## config.mk

```make
export PLATFORM = sky130hd
export DESIGN_NAME = sha256_hash_engine
export DESIGN_NICKNAME = d
export VERILOG_FILES = /design/src/hdl/sha256_pkg.sv /design/src/hdl/sha256_hash_engine.sv
export VERILOG_INCLUDE_DIRS = /design/src /design/src/hdl
export SDC_FILE = /design/constraint.sdc
export NUM_CORES = 2
export LEC_CHECK = 0
export BUFFER_PORTS_ARGS = -buffer_cell sky130_fd_sc_hd__buf_2
export CAP_MARGIN = 20
export CORE_MARGIN = 3
export CORE_UTILIZATION = 35
export DETAILED_ROUTE_END_ITERATION = 10
export MAX_ROUTING_LAYER = met4
export SYNTH_ARGS = -nofsm -noshare
export SYNTH_HDL_FRONTEND = slang
export SYNTH_SLANG_ARGS = --single-unit
export TNS_END_PERCENT = 100
```

## constraint.sdc

```tcl
create_clock -name clock -period 15.67 [get_ports clock]
set_input_delay 0 -clock clock [delete_from_list [all_inputs] [get_ports clock]]
set_output_delay 0 -clock clock [all_outputs]
set_load 0.01 [all_outputs]
```

## src/hdl/assert_macros.svh

```systemverilog
// ----------------------------------------------------------------------------
// Assertion macros
// Shared concurrent assertion forms, clocked on clock and disabled in reset.
// ----------------------------------------------------------------------------
`ifndef ASSERT_MACROS_SVH
`define ASSERT_MACROS_SVH

// Same-cycle implication.
`define CHK_IMPLY(name, cond, prop, text) \
   name: assert property (@(posedge clock) disable iff (reset) (cond) |-> (prop)) \
      else $error(text);

// Next-cycle implication.
`define CHK_NEXT(name, cond, prop, text) \
   name: assert property (@(posedge clock) disable iff (reset) (cond) |=> (prop)) \
      else $error(text);

`endif

```

## src/hdl/sha256_pkg.sv

```systemverilog
`timescale 1ns / 1ps
// ----------------------------------------------------------------------------
// SHA-256 engine package
// Constants, sequencer states and the round helper functions.
// ----------------------------------------------------------------------------
package sha256_pkg;

   // Width of the bit length written into the final block (32..64).
   localparam int LENGTH_BITS = 64;
   localparam logic [63:0] LEN_MASK = (LENGTH_BITS >= 64) ? {64{1'b1}} :
                                      ((64'd1 << LENGTH_BITS) - 64'd1);

   localparam logic [7:0] PAD_MARKER = 8'h80;
   localparam logic [5:0] LEN_POS    = 6'd56;

   localparam logic [31:0] IV [8] = '{
      32'h6a09e667, 32'hbb67ae85, 32'h3c6ef372, 32'ha54ff53a,
      32'h510e527f, 32'h9b05688c, 32'h1f83d9ab, 32'h5be0cd19
   };

   localparam logic [31:0] ROUND_K [64] = '{
      32'h428a2f98, 32'h71374491, 32'hb5c0fbcf, 32'he9b5dba5,
      32'h3956c25b, 32'h59f111f1, 32'h923f82a4, 32'hab1c5ed5,
      32'hd807aa98, 32'h12835b01, 32'h243185be, 32'h550c7dc3,
      32'h72be5d74, 32'h80deb1fe, 32'h9bdc06a7, 32'hc19bf174,
      32'he49b69c1, 32'hefbe4786, 32'h0fc19dc6, 32'h240ca1cc,
      32'h2de92c6f, 32'h4a7484aa, 32'h5cb0a9dc, 32'h76f988da,
      32'h983e5152, 32'ha831c66d, 32'hb00327c8, 32'hbf597fc7,
      32'hc6e00bf3, 32'hd5a79147, 32'h06ca6351, 32'h14292967,
      32'h27b70a85, 32'h2e1b2138, 32'h4d2c6dfc, 32'h53380d13,
      32'h650a7354, 32'h766a0abb, 32'h81c2c92e, 32'h92722c85,
      32'ha2bfe8a1, 32'ha81a664b, 32'hc24b8b70, 32'hc76c51a3,
      32'hd192e819, 32'hd6990624, 32'hf40e3585, 32'h106aa070,
      32'h19a4c116, 32'h1e376c08, 32'h2748774c, 32'h34b0bcb5,
      32'h391c0cb3, 32'h4ed8aa4a, 32'h5b9cca4f, 32'h682e6ff3,
      32'h748f82ee, 32'h78a5636f, 32'h84c87814, 32'h8cc70208,
      32'h90befffa, 32'ha4506ceb, 32'hbef9a3f7, 32'hc67178f2
   };

   typedef enum logic [2:0] {
      ST_IDLE,
      ST_PAD,
      ST_ROUND,
      ST_FOLD,
      ST_SEND
   } state_type;

   function automatic logic [31:0] ror(input logic [31:0] x, input int n);
      ror = (x >> n) | (x << (32 - n));
   endfunction

   function automatic logic [31:0] big0(input logic [31:0] x);
      big0 = ror(x, 2) ^ ror(x, 13) ^ ror(x, 22);
   endfunction

   function automatic logic [31:0] big1(input logic [31:0] x);
      big1 = ror(x, 6) ^ ror(x, 11) ^ ror(x, 25);
   endfunction

   function automatic logic [31:0] sml0(input logic [31:0] x);
      sml0 = ror(x, 7) ^ ror(x, 18) ^ (x >> 3);
   endfunction

   function automatic logic [31:0] sml1(input logic [31:0] x);
      sml1 = ror(x, 17) ^ ror(x, 19) ^ (x >> 10);
   endfunction

endpackage

```

## src/hdl/sha256_hash_engine.sv

```systemverilog
`timescale 1ns / 1ps
// ----------------------------------------------------------------------------
// SHA-256 hash engine
// Streaming message digest: bytes in, eight big-endian digest words out.
// ----------------------------------------------------------------------------
//
//  Channel | Dir | Carries
//  --------+-----+--------------------------------------------------------
//  req_    | in  | one message byte per word, carries_byte flag, last flag
//  rsp_    | out | one 32-bit digest word per word, H0 first, tlast on H7
//
// The byte that completes a 64-byte block starts one compression: the
// rounds of the shared round unit, then a fold of the working variables
// into the chaining value. Closing a message fills the rest of the open
// block one padding byte per cycle and compresses it; when the length did
// not fit, a second block is padded and compressed. Then the eight digest
// words are offered.
// Reset is synchronous and active high; no clearing pass is needed.
// req_tready is low while padding, compressing or sending the digest.
//
// The block buffer doubles as the message schedule: bytes shift in at the
// low end, and during the rounds the sixteen words shift by one word per
// round while the newest schedule word enters at the bottom.
`include "assert_macros.svh"

module sha256_hash_engine (
   input  logic        clock,
   input  logic        reset,

   input  logic        req_tvalid,
   output logic        req_tready,
   input  logic [7:0]  req_tdata,   // [7:0] data_byte
   input  logic        req_tuser,   // [0] carries_byte
   input  logic        req_tlast,   // message ends with this word

   output logic        rsp_tvalid,
   input  logic        rsp_tready,
   output logic [31:0] rsp_tdata,   // [31:0] digest_word
   output logic        rsp_tlast    // eighth digest word
);

   sha256_pkg::state_type state_ff, state_in;

   logic [5:0]         fill_ff, fill_in;       // bytes held in the block
   logic [60:0]        msg_ff, msg_in;         // bytes in the message
   logic               pad_ff, pad_in;         // message is being closed
   logic               marker_ff, marker_in;   // 0x80 marker already placed
   logic               lenok_ff, lenok_in;     // this block carries the length
   logic [5:0]         rnd_ff, rnd_in;
   logic [2:0]         cnt_ff, cnt_in;
   logic [31:0]        chain_ff [8];
   logic [31:0]        chain_in [8];
   logic [31:0]        v_ff [8];
   logic [31:0]        v_in [8];
   logic [15:0][31:0]  blk_ff, blk_in;

   logic        req_acc;
   logic        rsp_acc;
   logic        ins_en;
   logic [7:0]  ins_byte;
   logic [7:0]  pad_byte;
   logic [63:0] bit_len;
   logic [63:0] len_shift;
   logic [31:0] t1;
   logic [31:0] t2;
   logic [31:0] w_new;

   assign req_acc = req_tvalid && req_tready;
   assign rsp_acc = rsp_tvalid && rsp_tready;

   // Padding byte: the marker first, then zeros, and the big-endian bit
   // length in the last eight places of the block that closes the message.
   assign bit_len   = {msg_ff, 3'b000} & sha256_pkg::LEN_MASK;
   assign len_shift = bit_len << {fill_ff[2:0], 3'b000};

   always_comb begin
      if (!marker_ff) begin
         pad_byte = sha256_pkg::PAD_MARKER;
      end else if (lenok_ff && (fill_ff >= sha256_pkg::LEN_POS)) begin
         pad_byte = len_shift[63:56];
      end else begin
         pad_byte = 8'h00;
      end
   end

   // Next state.
   always_comb begin
      state_in = state_ff;
      case (state_ff)
         sha256_pkg::ST_IDLE: begin
            if (req_acc) begin
               if (req_tuser && (fill_ff == 6'd63)) begin
                  state_in = sha256_pkg::ST_ROUND;
               end else if (req_tlast) begin
                  state_in = sha256_pkg::ST_PAD;
               end
            end
         end
         sha256_pkg::ST_PAD: begin
            if (fill_ff == 6'd63) begin
               state_in = sha256_pkg::ST_ROUND;
            end
         end
         sha256_pkg::ST_ROUND: begin
            if (rnd_ff == 6'd63) begin
               state_in = sha256_pkg::ST_FOLD;
            end
         end
         sha256_pkg::ST_FOLD: begin
            if (!pad_ff) begin
               state_in = sha256_pkg::ST_IDLE;
            end else if (lenok_ff) begin
               state_in = sha256_pkg::ST_SEND;
            end else begin
               state_in = sha256_pkg::ST_PAD;
            end
         end
         sha256_pkg::ST_SEND: begin
            if (rsp_acc && (cnt_ff == 3'd7)) begin
               state_in = sha256_pkg::ST_IDLE;
            end
         end
         default: begin
            state_in = sha256_pkg::ST_IDLE;
         end
      endcase
   end

   // Port outputs.
   always_comb begin
      req_tready = 1'b0;
      rsp_tvalid = 1'b0;
      case (state_ff)
         sha256_pkg::ST_IDLE: begin
            req_tready = 1'b1;
         end
         sha256_pkg::ST_SEND: begin
            rsp_tvalid = 1'b1;
         end
         default: begin
            req_tready = 1'b0;
            rsp_tvalid = 1'b0;
         end
      endcase
   end

   // The chaining value rotates as words leave, so the next digest word always sits in front.
   assign rsp_tdata = chain_ff[0];
   assign rsp_tlast = (cnt_ff == 3'd7);

   // Datapath: byte insertion, the shared round unit, the fold after each block and the digest rotation.
   always_comb begin
      fill_in   = fill_ff;
      msg_in    = msg_ff;
      pad_in    = pad_ff;
      marker_in = marker_ff;
      lenok_in  = lenok_ff;
      rnd_in    = rnd_ff;
      cnt_in    = cnt_ff;
      chain_in  = chain_ff;
      v_in      = v_ff;
      blk_in    = blk_ff;

      t1    = v_ff[7] + sha256_pkg::big1(v_ff[4])
              + ((v_ff[4] & v_ff[5]) ^ (~v_ff[4] & v_ff[6]))
              + sha256_pkg::ROUND_K[rnd_ff] + blk_ff[15];
      t2    = sha256_pkg::big0(v_ff[0])
              + ((v_ff[0] & v_ff[1]) ^ (v_ff[0] & v_ff[2]) ^ (v_ff[1] & v_ff[2]));
      w_new = sha256_pkg::sml1(blk_ff[1]) + blk_ff[6]
              + sha256_pkg::sml0(blk_ff[14]) + blk_ff[15];

      ins_en   = 1'b0;
      ins_byte = pad_byte;
      case (state_ff)
         sha256_pkg::ST_IDLE: begin
            ins_en   = req_acc && req_tuser;
            ins_byte = req_tdata;
            if (req_acc) begin
               if (req_tuser) begin
                  msg_in = msg_ff + 61'd1;
               end
               if (req_tlast) begin
                  pad_in = 1'b1;
               end
            end
         end
         sha256_pkg::ST_PAD: begin
            ins_en = 1'b1;
            if (!marker_ff) begin
               marker_in = 1'b1;
               lenok_in  = (fill_ff < sha256_pkg::LEN_POS);
            end
         end
         sha256_pkg::ST_ROUND: begin
            v_in[7] = v_ff[6];
            v_in[6] = v_ff[5];
            v_in[5] = v_ff[4];
            v_in[4] = v_ff[3] + t1;
            v_in[3] = v_ff[2];
            v_in[2] = v_ff[1];
            v_in[1] = v_ff[0];
            v_in[0] = t1 + t2;
            blk_in  = {blk_ff[14:0], w_new};
            rnd_in  = rnd_ff + 6'd1;
         end
         sha256_pkg::ST_FOLD: begin
            for (int i = 0; i < 8; i++) begin
               chain_in[i] = chain_ff[i] + v_ff[i];
            end
            // A block that closed without room for the length is followed by one that
            // holds zeros and the length, led by the marker if it was not yet placed.
            if (pad_ff && !lenok_ff) begin
               lenok_in = marker_ff;
            end
         end
         sha256_pkg::ST_SEND: begin
            if (rsp_acc) begin
               cnt_in = cnt_ff + 3'd1;
               for (int i = 0; i < 7; i++) begin
                  chain_in[i] = chain_ff[i + 1];
               end
               chain_in[7] = chain_ff[0];
               if (cnt_ff == 3'd7) begin
                  chain_in  = sha256_pkg::IV;
                  msg_in    = '0;
                  pad_in    = 1'b0;
                  marker_in = 1'b0;
                  lenok_in  = 1'b0;
               end
            end
         end
         default: begin
            ins_en = 1'b0;
         end
      endcase

      if (ins_en) begin
         blk_in  = (blk_ff << 8) | {504'd0, ins_byte};
         fill_in = fill_ff + 6'd1;
         if (fill_ff == 6'd63) begin
            rnd_in = 6'd0;
            v_in   = chain_ff;
         end
      end
   end

   always_ff @(posedge clock) begin
      if (reset) begin
         state_ff  <= sha256_pkg::ST_IDLE;
         fill_ff   <= '0;
         msg_ff    <= '0;
         pad_ff    <= 1'b0;
         marker_ff <= 1'b0;
         lenok_ff  <= 1'b0;
         rnd_ff    <= '0;
         cnt_ff    <= '0;
         chain_ff  <= sha256_pkg::IV;
      end else begin
         state_ff  <= state_in;
         fill_ff   <= fill_in;
         msg_ff    <= msg_in;
         pad_ff    <= pad_in;
         marker_ff <= marker_in;
         lenok_ff  <= lenok_in;
         rnd_ff    <= rnd_in;
         cnt_ff    <= cnt_in;
         chain_ff  <= chain_in;
      end
   end

   always_ff @(posedge clock) begin
      v_ff   <= v_in;
      blk_ff <= blk_in;
   end

   // The input side is closed whenever a digest word is on offer.
   `CHK_IMPLY(a_no_overlap, rsp_tvalid, !req_tready, "input open while digest pending")
   // The last round always hands over to the fold.
   `CHK_NEXT(a_round_end, (state_ff == sha256_pkg::ST_ROUND) && (rnd_ff == 6'd63), (state_ff == sha256_pkg::ST_FOLD), "rounds did not end in fold")
   // A digest is only sent after the block holding the length was folded in.
   `CHK_IMPLY(a_send_ready, state_ff == sha256_pkg::ST_SEND, (fill_ff == 6'd0) && lenok_ff && marker_ff, "digest sent before length block")
   // The final digest word restores the initial chaining value.
   `CHK_NEXT(a_restart, rsp_acc && rsp_tlast, (chain_ff[0] == sha256_pkg::IV[0]) && (msg_ff == 61'd0), "engine not restarted after digest")

endmodule
```

==> impl_metrics.env <==
export IMPL_cp_common_cell="inv_1"
export IMPL_yosysUniqueCellTypes=95
export IMPL_drt_total_wl_um=268000
export IMPL_clock_latency_ns=0.82
export IMPL_num_io_pins=49
export IMPL_path_clk_slew_ns=0.06
export IMPL_status="completed"
export IMPL_cap_violations=0
export IMPL_yosysTopAreaCell="edfxtp_1"
export IMPL_min_path_type="in2reg"
export IMPL_crit_slowest_cell="ha_1"
export IMPL_slowest_delay_ns=0.63
export IMPL_gr_total_overflow=0
export IMPL_die_w_um=470
export IMPL_dpl_cell_count=11500
export IMPL_crit_arrival_ns=9.79
export IMPL_cts_resized_gates=0
export IMPL_wl_per_cell_um=22.8
export IMPL_drive_above_1_share_pct=5.14
export IMPL_grt_pass1_vias=62800
export IMPL_finalSetupViolations=0
export IMPL_die_h_um=470
export IMPL_syn_inst=9130
export IMPL_area_growth_pct=9.37
export IMPL_clkSinkCount=1106
export IMPL_rrSetupSlack_ns=6.59
export IMPL_vias=65500
export IMPL_synth_seq_cells=1106
export IMPL_final_nets=9433
export IMPL_gp_congestion=0.984
export IMPL_tns_ns=0
export IMPL_worstPathRequired_ns=16.39
export IMPL_vdd_drop_max_v=0.000150
export IMPL_grt_max_degree=255
export IMPL_crit_path_end_kind="flip-flop"
export IMPL_design_area_sq_um=82400
export IMPL_final_hold_violation_count=0
export IMPL_ant_nets=0
export IMPL_start_util_pct=35.4
export IMPL_ctsHtreeMaxLevel=4
export IMPL_crit_type="reg2reg"
export IMPL_hpwl_um=192000
export IMPL_syn_area_per_cell_sq_um=8.25
export IMPL_fmax_ghz=0.110
export IMPL_clock_skew_ns=0.0313
export IMPL_placeableCoreArea_sq_um=213000
export IMPL_syn_nets=9741
export IMPL_ctsHoldBuffers=17
export IMPL_cts_tree="yes"
export IMPL_grtUsageTotal_pct=24.2
export IMPL_period_needed_ns=9.08
export IMPL_final_common_cell="nand2_1"
export IMPL_via_per_inst=5.57
export IMPL_antenna_found_initial=11
export IMPL_synth_edf_count=512
export IMPL_crit_path_start_kind="flip-flop"
export IMPL_mostFrequentLayoutCells="nand2_1, nor2_1, dfxtp_1, edfxtp_1, o21ai_0"
export IMPL_period_share_pct=57.9
export IMPL_synth_top_area_share_pct=20.4
export IMPL_stdcell_count=11800
export IMPL_rows=169
export IMPL_ys_flop_type="dfxtp_1"
export IMPL_drc_errors=0
export IMPL_syn_area_sq_um=75300
export IMPL_final_util_pct=38.7
export IMPL_p_per_area_nw_per_um2=130
export IMPL_leakage_uw=0.0341
export IMPL_rsz0062_at_grt="no"
export IMPL_grt_pass1_wl_um=402000
export IMPL_drtPass1Iterations=6
export IMPL_cts_root_buf="clkbuf_16"
export IMPL_ys_seq_area_share_pct=36.2
export IMPL_cts_inserted_buffers=135
export IMPL_worstMarginPinSlew_ns=1.32
export IMPL_post_dp_cell_area_sq_um=77600
export IMPL_netlist_top_cells_area="edfxtp_1, dfxtp_1, nand2_1, ha_1, fa_1"
export IMPL_first_iter_violations=6399
export IMPL_dieArea_sq_um=221000
export IMPL_cts_buffer_depth=3
export IMPL_max_slew_margin_pct=12.1
export IMPL_yosysWarnings=0
export IMPL_path_max_fanout=19
export IMPL_post_cts_buffers=0
export IMPL_synth_async_reset_ratio_pct=0
export IMPL_port_buffers=48
export IMPL_maxSlewViolCount=0
==> worst max-delay path, delay by kind of cell (launching register included) <==
family / cells / cell delay, ns
DFF: 1 / 0.30
adders and majority gates: 6 / 2.58
AOI/OAI and AO/OA: 16 / 3.46
xor gates and xnor gates: 2 / 0.51
buffers and inverters: 6 / 0.79
and+or+nand+nor: 7 / 1.36
==> routing by layer <==
layer  routed length, um  track usage, %
met5                   0               -
met4               12300            10.1
met3               18800            3.50
met2              121000            37.6
met1              116000            31.6
==> per-stage QoR <==
stage	power (uW)	hold slack [ns]	setup WS, ns
finish	10700	0.144	6.59
global placement	7370	0.299	6.70
global route	11300	0.135	6.03
detailed placement	7400	0.311	6.72
CTS	10700	0.0968	6.69
floorplan	6450	0.151	2.12
==> where the power goes <==
group | leakage [uW] | internal (uW) | switching (uW) | total, uW
sequential | 0.00979 | 3410 | 188 | 3600
combinational | 0.0222 | 1490 | 2340 | 3840
clock | 0.00219 | 1880 | 1370 | 3240
total | 0.0341 | 6780 | 3900 | 10700
==> final timing paths <==
path | from | cells past startpoint | end
worst min-delay path | req_tdata[1] | 4 | blk_ff[1]
worst min register to register | cnt_ff[1] | 2 | cnt_ff[1]
worst max register to register | rnd_ff[1] | 37 | v_ff[255]
worst max-delay path | rnd_ff[1] | 37 | v_ff[255]
==> registers in the layout, indices dropped and copies added, names as in the netlist <==
name / count
blk_ff: 512
msg_ff: 61
marker_ff: 1
v_ff: 256
rsp_tdata: 32
rnd_ff: 6
pad_ff: 1
fill_ff: 6
state_ff: 3
lenok_ff: 1
cnt_ff: 3
chain_ff: 224
==> cell usage after synthesis (all sizes together) (63+ instances only) <==
| cell type | n |
|---|---|
| o21ai | 515 |
| nor2 | 736 |
| inv | 491 |
| nand3 | 102 |
| a211oi | 127 |
| a221oi | 69 |
| ha | 400 |
| fa | 197 |
| a31oi | 257 |
| nor2b | 63 |
| nor3 | 209 |
| xnor2 | 334 |
| nand2b | 101 |
| clkbuf | 545 |
| nand2 | 2019 |
| buf | 67 |
| xor2 | 275 |
| a21o | 222 |
| a21oi | 483 |
| dfxtp | 594 |
| edfxtp | 512 |
==> cells by family after synthesis <==
logic type	synth area share, %
DFF	36.2
AOI/OAI and AO/OA	18.0
xor gates and xnor gates	7.14
and+or+nand+nor	19.6
muxes	1.43
buffers and inverters	5.67
adders and majority gates	11.9
==> layout make-up <==
class	count	area (sq um)
fill	21500	131000
multi-input combinational	6919	43800
sequential	1106	27300
clock buffer	179	3680
tap	2821	3530
inverter	493	1860
timing repair buffer	167	1320
clock inverter	59	831
antenna	12	30.0
Power figures use the tool's default switching activity.
